### config.mk
export PLATFORM = sky130hd
export DESIGN_NAME = wall_distance_position_filter
export DESIGN_NICKNAME = d
export VERILOG_FILES = /design/src/sv/wdpf_pkg.sv /design/src/sv/wdpf_div.sv /design/src/sv/wdpf_mul.sv /design/src/sv/wall_distance_position_filter.sv
export SDC_FILE = /design/constraint.sdc
export NUM_CORES = 2
export LEC_CHECK = 0
export ABC_AREA = 1
export BUFFER_PORTS_ARGS = -buffer_cell sky130_fd_sc_hd__buf_2
export CORE_UTILIZATION = 35
export CTS_CLUSTER_SIZE = 16
export DETAILED_ROUTE_END_ITERATION = 6
export GPL_TIMING_DRIVEN = 0
export SLEW_MARGIN = 0
export SYNTH_ARGS = -nofsm -noshare
export SYNTH_HDL_FRONTEND = slang
export SYNTH_HIERARCHICAL = 1
export SYNTH_SLANG_ARGS = --single-unit
### constraint.sdc
create_clock -name clk -period 6.5 [get_ports clk]
set_input_delay 1.3 -clock clk [delete_from_list [all_inputs] [get_ports clk]]
set_output_delay 1.3 -clock clk [all_outputs]
set_load 0.03 [all_outputs]
### src/sv/wdpf_pkg.sv
// Shared constants, register codes and types for the wall distance position filter.
package wdpf_pkg;

  localparam int POS_FRAC_BITS_DEF = 8;

  localparam int MM_W  = 14;
  localparam int POS_W = 16;
  localparam int UNC_W = 16;
  localparam int K_W   = 16;

  localparam logic [MM_W-1:0] MM_LOW  = 14'd20;
  localparam logic [MM_W-1:0] MM_HIGH = 14'd2000;

  localparam logic [UNC_W-1:0] UNC_ONE = 16'd16384;

  localparam logic [15:0] DEF_SENSOR_NOISE  = 16'd8192;
  localparam logic [15:0] DEF_PROCESS_NOISE = 16'd1638;
  localparam logic [15:0] DEF_FIELD_SIZE    = 16'd35968;

  // shared divider geometry
  localparam int DIV_W     = 32;
  localparam int DEN_W     = 17;
  localparam int DIV_STEPS = DIV_W;
  localparam int CNT_W     = $clog2(DIV_STEPS + 1);

  // mm to inches: (mm*10 << frac + 127) / 254 == (mm*5 << frac + 63) / 127;
  // the divide by 127 is a multiply by ceil(2^33/127), exact below 2^26
  localparam int                  MM_RCP_W     = 27;
  localparam logic [MM_RCP_W-1:0] MM_RCP       = 27'd67637281;
  localparam int                  MM_RCP_SHIFT = 33;
  localparam int                  MM_ROUND     = 63;

  // APB register map, word addressed
  localparam int ADDR_W = 4;
  localparam logic [1:0] REG_SENSOR_NOISE  = 2'd0;
  localparam logic [1:0] REG_PROCESS_NOISE = 2'd1;
  localparam logic [1:0] REG_FIELD_SIZE    = 2'd2;

  typedef struct packed {
    logic             start;
    logic [DIV_W-1:0] dividend;
    logic [DEN_W-1:0] divisor;
  } div_req_t;

endpackage

### src/sv/wdpf_div.sv
// Restoring divider, one quotient bit per cycle, shared by the sequencer.
module wdpf_div (
  input  logic                         clk,
  input  logic                         rst_n,
  input  wdpf_pkg::div_req_t           req,
  output logic                         done,
  output logic [wdpf_pkg::DIV_W-1:0]   quotient
);

  localparam int DIV_W = wdpf_pkg::DIV_W;
  localparam int DEN_W = wdpf_pkg::DEN_W;
  localparam int CNT_W = wdpf_pkg::CNT_W;

  logic             run_r;
  logic             done_r;
  logic [CNT_W-1:0] cnt_r;
  logic [DEN_W-1:0] rem_r;
  logic [DIV_W-1:0] quo_r;
  logic [DEN_W-1:0] dsr_r;

  logic [DEN_W:0]   shifted;
  logic [DEN_W:0]   trial;
  logic             ge;
  logic [DEN_W-1:0] rem_nxt;

  assign shifted = {rem_r, quo_r[DIV_W-1]};
  assign ge      = shifted >= {1'b0, dsr_r};
  assign trial   = shifted - {1'b0, dsr_r};
  assign rem_nxt = ge ? trial[DEN_W-1:0] : shifted[DEN_W-1:0];

  always_ff @(posedge clk) begin
    if (!rst_n) begin
      run_r  <= 1'b0;
      done_r <= 1'b0;
      cnt_r  <= '0;
    end else begin
      done_r <= run_r && !req.start && (cnt_r == CNT_W'(1));
      if (req.start) begin
        run_r <= 1'b1;
        cnt_r <= CNT_W'(wdpf_pkg::DIV_STEPS);
      end else if (run_r) begin
        cnt_r <= cnt_r - 1'b1;
        if (cnt_r == CNT_W'(1))
          run_r <= 1'b0;
      end
    end
  end

  always_ff @(posedge clk) begin
    if (req.start) begin
      rem_r <= '0;
      quo_r <= req.dividend;
      dsr_r <= req.divisor;
    end else if (run_r) begin
      rem_r <= rem_nxt;
      quo_r <= {quo_r[DIV_W-2:0], ge};
    end
  end

  assign done     = done_r;
  assign quotient = quo_r;

endmodule

### src/sv/wdpf_mul.sv
// Registered unsigned multiplier shared by the position and confidence updates.
module wdpf_mul #(
  parameter int A_W = 21,
  parameter int B_W = 17
) (
  input  logic               clk,
  input  logic [A_W-1:0]     a,
  input  logic [B_W-1:0]     b,
  output logic [A_W+B_W-1:0] p
);

  localparam int P_W = A_W + B_W;

  logic [P_W-1:0] p_r;

  always_ff @(posedge clk) begin
    p_r <= P_W'(a) * P_W'(b);
  end

  assign p = p_r;

endmodule

### src/sv/wall_distance_position_filter.sv
// Top level: register port, step sequencer and per-axis filter state.
//
// Two-axis scalar Kalman position filter fed by four wall distance sensors.
// An item carries front, back, left and right distances in mm; a reading
// counts only when 20 < mm < 2000. Y uses front (mirrored against
// field_size) or else back; X uses left or else right (mirrored). Each used
// axis converts mm to inches with a constant reciprocal multiply, computes
// the gain conf/(conf+sensor_noise) on the shared bit-per-cycle divider and
// runs two passes through the registered multiplier. in_stall is high from
// the accept until the result item is registered, and longer while the
// previous result item is still stalled. One result item follows each input
// item; it waits in the output register while the next item is taken.
// Registers (APB, word addressed): 0 sensor_noise, 1 process_noise,
// 2 field_size.
module wall_distance_position_filter #(
  parameter int POS_FRAC_BITS = wdpf_pkg::POS_FRAC_BITS_DEF
) (
  input  logic                          clk,
  input  logic                          rst_n,
  // APB configuration port
  input  logic                          psel,
  input  logic                          penable,
  input  logic                          pwrite,
  input  logic [wdpf_pkg::ADDR_W-1:0]   paddr,
  input  logic [31:0]                   pwdata,
  output logic [31:0]                   prdata,
  output logic                          pready,
  // input channel
  input  logic                          in_valid,
  output logic                          in_stall,
  input  logic [wdpf_pkg::MM_W-1:0]     in_front_mm,
  input  logic [wdpf_pkg::MM_W-1:0]     in_back_mm,
  input  logic [wdpf_pkg::MM_W-1:0]     in_left_mm,
  input  logic [wdpf_pkg::MM_W-1:0]     in_right_mm,
  // result channel
  output logic                          out_valid,
  input  logic                          out_stall,
  output logic [wdpf_pkg::POS_W-1:0]    out_pos_x,
  output logic [wdpf_pkg::POS_W-1:0]    out_pos_y,
  output logic [wdpf_pkg::UNC_W-1:0]    out_conf_x_out,
  output logic [wdpf_pkg::UNC_W-1:0]    out_conf_y_out,
  output logic                          out_x_updated,
  output logic                          out_y_updated
);

  localparam int MM_W   = wdpf_pkg::MM_W;
  localparam int POS_W  = wdpf_pkg::POS_W;
  localparam int UNC_W  = wdpf_pkg::UNC_W;
  localparam int K_W    = wdpf_pkg::K_W;
  localparam int DIV_W  = wdpf_pkg::DIV_W;
  localparam int DEN_W  = wdpf_pkg::DEN_W;

  // usable mm < 2000 gives mm*10 < 2^15, so meas < 2^(frac+8)
  localparam int MEAS_W = POS_FRAC_BITS + 8;
  localparam int VAL_W  = (MEAS_W > POS_W) ? MEAS_W : POS_W;
  localparam int DIFF_W = VAL_W + 2;
  localparam int MAG_W  = VAL_W + 1;
  localparam int EST_W  = MAG_W + 2;
  localparam int MB_W   = K_W + 1;
  localparam int PROD_W = MAG_W + MB_W;
  // usable mm*5 < 2^14
  localparam int MMX_W  = MM_W + POS_FRAC_BITS;
  localparam int RCP_W  = MMX_W + wdpf_pkg::MM_RCP_W;

  localparam logic AXIS_Y = 1'b0;
  localparam logic AXIS_X = 1'b1;

  localparam logic [MB_W-1:0]   K_ONE    = MB_W'(1) << K_W;
  localparam logic [PROD_W-1:0] HALF_LSB = PROD_W'(1) << (K_W - 1);

  typedef enum logic [3:0] {
    S_IDLE, S_AXIS, S_MMW, S_MEAS, S_GAIN, S_GAINW, S_MUL1, S_MUL2, S_MUL3, S_OUT
  } state_t;

  state_t state_r;

  // configuration
  logic [15:0] sensor_noise_r;
  logic [15:0] process_noise_r;
  logic [15:0] field_size_r;

  // filter state
  logic [POS_W-1:0] est_x_r, est_y_r;
  logic [UNC_W-1:0] unc_x_r, unc_y_r;

  // per-item working registers
  logic            axis_r;
  logic            x_use_r, y_use_r;
  logic            x_mir_r, y_mir_r;
  logic [MM_W-1:0] x_mm_r, y_mm_r;
  logic [UNC_W-1:0] conf_r;
  logic [K_W-1:0]   k_r;
  logic [MAG_W-1:0] mag_r;
  logic             neg_r;
  logic [MMX_W-1:0] mmx_r;
  logic [RCP_W-1:0] rcp_r;

  // result register
  logic             out_valid_r;
  logic [POS_W-1:0] out_pos_x_r, out_pos_y_r;
  logic [UNC_W-1:0] out_conf_x_r, out_conf_y_r;
  logic             out_xu_r, out_yu_r;

  function automatic logic usable(input logic [MM_W-1:0] mm);
    return (mm > wdpf_pkg::MM_LOW) && (mm < wdpf_pkg::MM_HIGH);
  endfunction

  // ---------------------------------------------------------------
  // APB
  logic cfg_wr;
  assign cfg_wr = psel && penable && pwrite;
  assign pready = 1'b1;

  always_comb begin
    case (paddr[3:2])
      wdpf_pkg::REG_SENSOR_NOISE:  prdata = 32'(sensor_noise_r);
      wdpf_pkg::REG_PROCESS_NOISE: prdata = 32'(process_noise_r);
      wdpf_pkg::REG_FIELD_SIZE:    prdata = 32'(field_size_r);
      default:                     prdata = '0;
    endcase
  end

  always_ff @(posedge clk) begin
    if (!rst_n) begin
      sensor_noise_r  <= wdpf_pkg::DEF_SENSOR_NOISE;
      process_noise_r <= wdpf_pkg::DEF_PROCESS_NOISE;
      field_size_r    <= wdpf_pkg::DEF_FIELD_SIZE;
    end else if (cfg_wr) begin
      case (paddr[3:2])
        wdpf_pkg::REG_SENSOR_NOISE:  sensor_noise_r  <= pwdata[15:0];
        wdpf_pkg::REG_PROCESS_NOISE: process_noise_r <= pwdata[15:0];
        wdpf_pkg::REG_FIELD_SIZE:    field_size_r    <= pwdata[15:0];
        default: ;
      endcase
    end
  end

  // ---------------------------------------------------------------
  // current axis selection
  logic             use_cur, mir_cur;
  logic [MM_W-1:0]  mm_cur;
  logic [POS_W-1:0] est_cur;
  logic [UNC_W-1:0] unc_cur;

  assign use_cur = (axis_r == AXIS_X) ? x_use_r : y_use_r;
  assign mir_cur = (axis_r == AXIS_X) ? x_mir_r : y_mir_r;
  assign mm_cur  = (axis_r == AXIS_X) ? x_mm_r  : y_mm_r;
  assign est_cur = (axis_r == AXIS_X) ? est_x_r : est_y_r;
  assign unc_cur = (axis_r == AXIS_X) ? unc_x_r : unc_y_r;

  // confidence growth, saturating
  logic [UNC_W:0]   conf_sum;
  logic [UNC_W-1:0] conf_nxt;
  assign conf_sum = (UNC_W + 1)'(unc_cur) + (UNC_W + 1)'(process_noise_r);
  assign conf_nxt = conf_sum[UNC_W] ? {UNC_W{1'b1}} : conf_sum[UNC_W-1:0];

  logic [DEN_W-1:0] den;
  assign den = DEN_W'(conf_r) + DEN_W'(sensor_noise_r);

  // mm * 5 as shift-add; wraps only for readings that are never used
  logic [MM_W-1:0]  mm5;
  logic [MMX_W-1:0] mmx;
  assign mm5 = MM_W'({mm_cur, 2'b00}) + mm_cur;
  assign mmx = (MMX_W'(mm5) << POS_FRAC_BITS) + MMX_W'(wdpf_pkg::MM_ROUND);

  // ---------------------------------------------------------------
  // shared divider, used for the gain
  wdpf_pkg::div_req_t div_req;
  logic               div_done;
  logic [DIV_W-1:0]   div_q;

  always_comb begin
    div_req.start    = (state_r == S_GAIN);
    div_req.dividend = {conf_r, {K_W{1'b0}}};
    div_req.divisor  = den;
  end

  wdpf_div u_div (
    .clk      (clk),
    .rst_n    (rst_n),
    .req      (div_req),
    .done     (div_done),
    .quotient (div_q)
  );

  // measurement and error against the estimate
  logic [MEAS_W-1:0]        meas_u;
  logic signed [DIFF_W-1:0] meas_s;
  logic signed [DIFF_W-1:0] diff;
  logic [DIFF_W-1:0]        diff_abs;

  assign meas_u   = rcp_r[wdpf_pkg::MM_RCP_SHIFT +: MEAS_W];
  assign meas_s   = mir_cur ? ($signed(DIFF_W'(field_size_r)) - $signed(DIFF_W'(meas_u)))
                            : $signed(DIFF_W'(meas_u));
  assign diff     = meas_s - $signed(DIFF_W'(est_cur));
  assign diff_abs = diff[DIFF_W-1] ? DIFF_W'(-diff) : DIFF_W'(diff);

  // gain, saturated; zero denominator gives zero gain
  logic [K_W-1:0] k_nxt;
  always_comb begin
    if (den == '0)
      k_nxt = '0;
    else if (div_q[DIV_W-1:K_W] != '0)
      k_nxt = {K_W{1'b1}};
    else
      k_nxt = div_q[K_W-1:0];
  end

  // ---------------------------------------------------------------
  // shared multiplier
  logic [MAG_W-1:0]  mul_a;
  logic [MB_W-1:0]   mul_b;
  logic [PROD_W-1:0] mul_p;

  always_comb begin
    if (state_r == S_MUL1) begin
      mul_a = mag_r;
      mul_b = MB_W'(k_r);
    end else begin
      mul_a = MAG_W'(conf_r);
      mul_b = K_ONE - MB_W'(k_r);
    end
  end

  wdpf_mul #(
    .A_W (MAG_W),
    .B_W (MB_W)
  ) u_mul (
    .clk (clk),
    .a   (mul_a),
    .b   (mul_b),
    .p   (mul_p)
  );

  logic [PROD_W-1:0]       prod_rnd;
  logic [MAG_W-1:0]        corr;
  logic signed [EST_W-1:0] est_sum;
  logic [POS_W-1:0]        est_nxt;
  logic [UNC_W-1:0]        unc_nxt;

  assign prod_rnd = mul_p + HALF_LSB;
  assign corr     = prod_rnd[K_W +: MAG_W];
  assign est_sum  = neg_r ? ($signed(EST_W'(est_cur)) - $signed(EST_W'(corr)))
                          : ($signed(EST_W'(est_cur)) + $signed(EST_W'(corr)));
  assign unc_nxt  = prod_rnd[K_W +: UNC_W];

  always_comb begin
    if (est_sum < 0)
      est_nxt = '0;
    else if (est_sum > $signed(EST_W'({POS_W{1'b1}})))
      est_nxt = {POS_W{1'b1}};
    else
      est_nxt = est_sum[POS_W-1:0];
  end

  // ---------------------------------------------------------------
  // sequencer
  logic in_acc;
  logic out_load;
  assign in_acc   = in_valid && !in_stall;
  assign in_stall = (state_r != S_IDLE);
  assign out_load = (state_r == S_OUT) && (!out_valid_r || !out_stall);

  always_ff @(posedge clk) begin
    if (!rst_n) begin
      state_r     <= S_IDLE;
      axis_r      <= AXIS_Y;
      out_valid_r <= 1'b0;
      est_x_r     <= '0;
      est_y_r     <= '0;
      unc_x_r     <= wdpf_pkg::UNC_ONE;
      unc_y_r     <= wdpf_pkg::UNC_ONE;
      x_use_r     <= 1'b0;
      y_use_r     <= 1'b0;
    end else begin
      if (out_load)
        out_valid_r <= 1'b1;
      else if (out_valid_r && !out_stall)
        out_valid_r <= 1'b0;

      case (state_r)
        S_IDLE: begin
          if (in_acc) begin
            y_use_r <= usable(in_front_mm) || usable(in_back_mm);
            y_mir_r <= usable(in_front_mm);
            y_mm_r  <= usable(in_front_mm) ? in_front_mm : in_back_mm;
            x_use_r <= usable(in_left_mm) || usable(in_right_mm);
            x_mir_r <= !usable(in_left_mm);
            x_mm_r  <= usable(in_left_mm) ? in_left_mm : in_right_mm;
            axis_r  <= AXIS_Y;
            state_r <= S_AXIS;
          end
        end
        S_AXIS: begin
          if (use_cur) begin
            conf_r  <= conf_nxt;
            mmx_r   <= mmx;
            state_r <= S_MMW;
          end else if (axis_r == AXIS_Y) begin
            axis_r <= AXIS_X;
          end else begin
            state_r <= S_OUT;
          end
        end
        S_MMW: begin
          rcp_r   <= RCP_W'(mmx_r) * RCP_W'(wdpf_pkg::MM_RCP);
          state_r <= S_MEAS;
        end
        S_MEAS: begin
          mag_r   <= MAG_W'(diff_abs);
          neg_r   <= diff[DIFF_W-1];
          state_r <= S_GAIN;
        end
        S_GAIN: state_r <= S_GAINW;
        S_GAINW: begin
          if (div_done) begin
            k_r     <= k_nxt;
            state_r <= S_MUL1;
          end
        end
        S_MUL1: state_r <= S_MUL2;
        S_MUL2: begin
          if (axis_r == AXIS_X)
            est_x_r <= est_nxt;
          else
            est_y_r <= est_nxt;
          state_r <= S_MUL3;
        end
        S_MUL3: begin
          if (axis_r == AXIS_X) begin
            unc_x_r <= unc_nxt;
            state_r <= S_OUT;
          end else begin
            unc_y_r <= unc_nxt;
            axis_r  <= AXIS_X;
            state_r <= S_AXIS;
          end
        end
        S_OUT: begin
          // hold here only while the previous result item is still stalled
          if (out_load) begin
            out_pos_x_r  <= est_x_r;
            out_pos_y_r  <= est_y_r;
            out_conf_x_r <= unc_x_r;
            out_conf_y_r <= unc_y_r;
            out_xu_r     <= x_use_r;
            out_yu_r     <= y_use_r;
            state_r      <= S_IDLE;
          end
        end
        default: state_r <= S_IDLE;
      endcase
    end
  end

  assign out_valid      = out_valid_r;
  assign out_pos_x      = out_pos_x_r;
  assign out_pos_y      = out_pos_y_r;
  assign out_conf_x_out = out_conf_x_r;
  assign out_conf_y_out = out_conf_y_r;
  assign out_x_updated  = out_xu_r;
  assign out_y_updated  = out_yu_r;

endmodule
==> impl_metrics.csv <==
group,metric,value,unit
cts,h-tree-depth,2,
finish,n_fill_cell,11241,
placed_design,place_ws,-1.32,ns
power_and_ir_drop,p_clk_share,22.6,%
floorplanning,die_w,331,um
drt,post_drt_wl_per_cell,16.4,um
worst_setup_path,r2r-start,"k_r[0]",
placed_design,dpl.hpwl,92.5,mm
drt,drt-initial-drc-count,2231,
finish,final_area,0.0433,mm2
finish,final_cells,6906,
placed_design,portBuffers,164,
worst_setup_path,path_class,"reg2reg",
sta,final_hold_viol_count,0,
sta,hold_ws,0.431,ns
grt,grt_pass1_wl,177,mm
power_and_ir_drop,ir_worst_vdd,294,uV
power_and_ir_drop,pwr-share-comb,49.9,%
sta,slew_viol_final,0,
cts,cts_sinks,388,
cts,cts.clk_slew.worst_paths,0.06,ns
worst_setup_path,crit_path_start,"k_r[0]",
sta,fin_crit,6.37,ns
finish,syn_to_final_growth,14.4,%
floorplanning,die_h,331,um
drt,routed_wl,113,mm
placed_design,dp_cells,6810,
yosys,synth_cells,5205,
floorplanning,io_pins,200,
sta,worst_pin_slew,1.21,ns
sta,fin_ws,0.125,ns
yosys,syn_area,0.0379,mm2
placed_design,gp_congestion,0.943,
power_and_ir_drop,seqPwrFrac,27.5,%
cts,clock_latency,0.58,ns
drt,viasPerCell,4.82,
sta,fmax,157,MHz
cts,cts_buffer_depth,3,
sta,setup_viol,0,
floorplanning,initial_core_util,35.3,%
cts,numCtsBuffers,42,
power_and_ir_drop,p_leak,22.8,nW
worst_setup_path,required,6.94,ns
yosys,yosys_warnings,6,
worst_setup_path,crit_top_cell,"nand2_1",
grt,antenna_found_initial,2,
worst_setup_path,start_kind,"flip-flop",
grt,grt_pass1_vias,32607,
drt,drc,0,
power_and_ir_drop,p_int,6.23,mW
worst_setup_path,cpPeakStageDelay,0.51,ns
power_and_ir_drop,p_sw,4.88,mW
floorplanning,core,0.107,mm2
cts,clockRootBuffer,"clkbuf_16",
min_path,hp-class,"reg2reg",
min_path,holdCritStartpoint,"unc_y_r[7]",
drt,dr.pass1.iters,6,
drt,vias,33290,
cts,cts_tree,"built",
grt,gr-total-overflow,0,
sta,rsz0062_at_grt,"yes",
drt,ant_nets,0,
power_and_ir_drop,pwr_density_cell,256,mW/mm2
run,maxCapViolCount,0,
finish,fin_nets,6177,
outcome,status,"finished clean",
worst_setup_path,cp-end-kind,"flip-flop",
power_and_ir_drop,p_sw_share,43.9,%
floorplanning,dieArea,0.110,mm2
yosys,syn_avg_cell_area,7.28,um2
finish,drive_gt1_share,11.4,%
placed_design,dpl_cell_area,0.0407,mm2
sta,clock_skew,0.0264,ns
sta,min_period_over_period,98.1,%
grt,grt_start_max_net_pins,31,
worst_setup_path,cp_max_fo,10,
worst_setup_path,critPathSlowestCell,"fa_1",
worst_setup_path,cp.arrival,6.82,ns
grt,grt_usage,20.7,%
sta,relSlewSlack,18.7,%
floorplanning,rows,120,
cts,cts_hold_buf,0,
[power groups by stage]
stage / Sequential (mW) / Combinational, mW / Clock (mW)
2_1_floorplan: 3.06 / 4.04 / 0
3_3_place_gp: 3.11 / 5.42 / 0
3_5_place_dp: 3.10 / 5.48 / 0
4_1_cts: 3.05 / 5.52 / 2.56
5_1_grt: 3.06 / 6.33 / 2.65
6_report: 3.05 / 5.55 / 2.51
[metal layers]
| layer | vias to the layer above | wire length, um | GRT usage (%) |
|---|---|---|---|
| met1 | 15582 | 48600 | 26.1 |
| li1 | 16655 | - | - |
| met5 | - | 13 | 0 |
| met2 | 861 | 54100 | 36.0 |
| met3 | 190 | 5730 | 2.59 |
| met4 | 2 | 4600 | 7.97 |
[state kept, by name, indices dropped and copies added, names as in the netlist, 17 cells and up]
register	cells
mag_r	17
u_div/quotient	32
u_div/rem_r	17
u_mul/p	18
u_div/dsr_r	17
[cells in the final DEF, fill, tap and decap left out, drive strengths merged, types with 3 or more instances in the layout]
cell	count
nand2	1581
inv	1050
ha	374
nor2	357
buf	270
nand3	249
fa	236
o21ai	236
a21oi	226
edfxtp	225
dfxtp	163
clkbuf	139
xor2	66
nor3	39
nand4	37
xnor2	36
conb	33
or2	23
nand3b	19
nor4	19
clkinv	18
o21bai	17
o211ai	16
a31oi	11
o31ai	7
a21o	6
o22ai	5
and2	5
a211oi	5
bufinv	5
and3	4
o311ai	3
o21a	3
o221ai	3
clkinvlp	3
nor3b	3
[cell type report]
cell class / instances / area, um2 / share of cell area [%]
inverters: 1051 / 3950 / 9.12
clock buffers: 52 / 1140 / 2.63
flip-flops and latches: 388 / 10000 / 23.1
well taps: 1403 / 1760 / 4.05
diodes: 2 / 5.00 / 0.0115
plain buffers: 151 / 981 / 2.26
repair buffers: 206 / 1260 / 2.90
multi-input cells: 3628 / 23900 / 55.3
clock inverters: 25 / 277 / 0.638
[path summary, 6_finish.rpt]
check	depth (start not counted)	slack, ns	end
worst max-delay path	30	0.13	u_mul/p[25]
worst min-delay path	0	0.43	out_conf_y_out[7]
worst min register to register	0	0.43	out_conf_y_out[7]
worst max register to register	30	0.13	u_mul/p[25]
[worst max-delay path, delay by kind of cell (launching register included)]
kind / cells / cell delay (ns)
buffers and inverters: 8 / 0.80
DFF: 1 / 0.41
and+or+nand+nor: 12 / 1.28
adders and majority gates: 7 / 3.16
xor gates and xnor gates: 1 / 0.16
AOI/OAI and AO/OA: 2 / 0.41
[per-stage QoR]
stage               total power, mW  TNS, ns  utilization [%]
floorplan                      7.10        0                -
global placement               8.53  -111.11             37.8
detailed placement             8.58   -22.57             38.0
CTS                            11.1        0             39.6
global route                   12.0    -1.46             40.4
finish                         11.1        0             40.4
[what timing repair did]
action / in CTS / in global routing
setup buffers: 6 / 28
endpoints found under the setup margin: 18 / 18
pin swaps: 5 / 64
gates resized for setup: 133 / 194
Note: power is estimated with default switching activity, not from simulation.
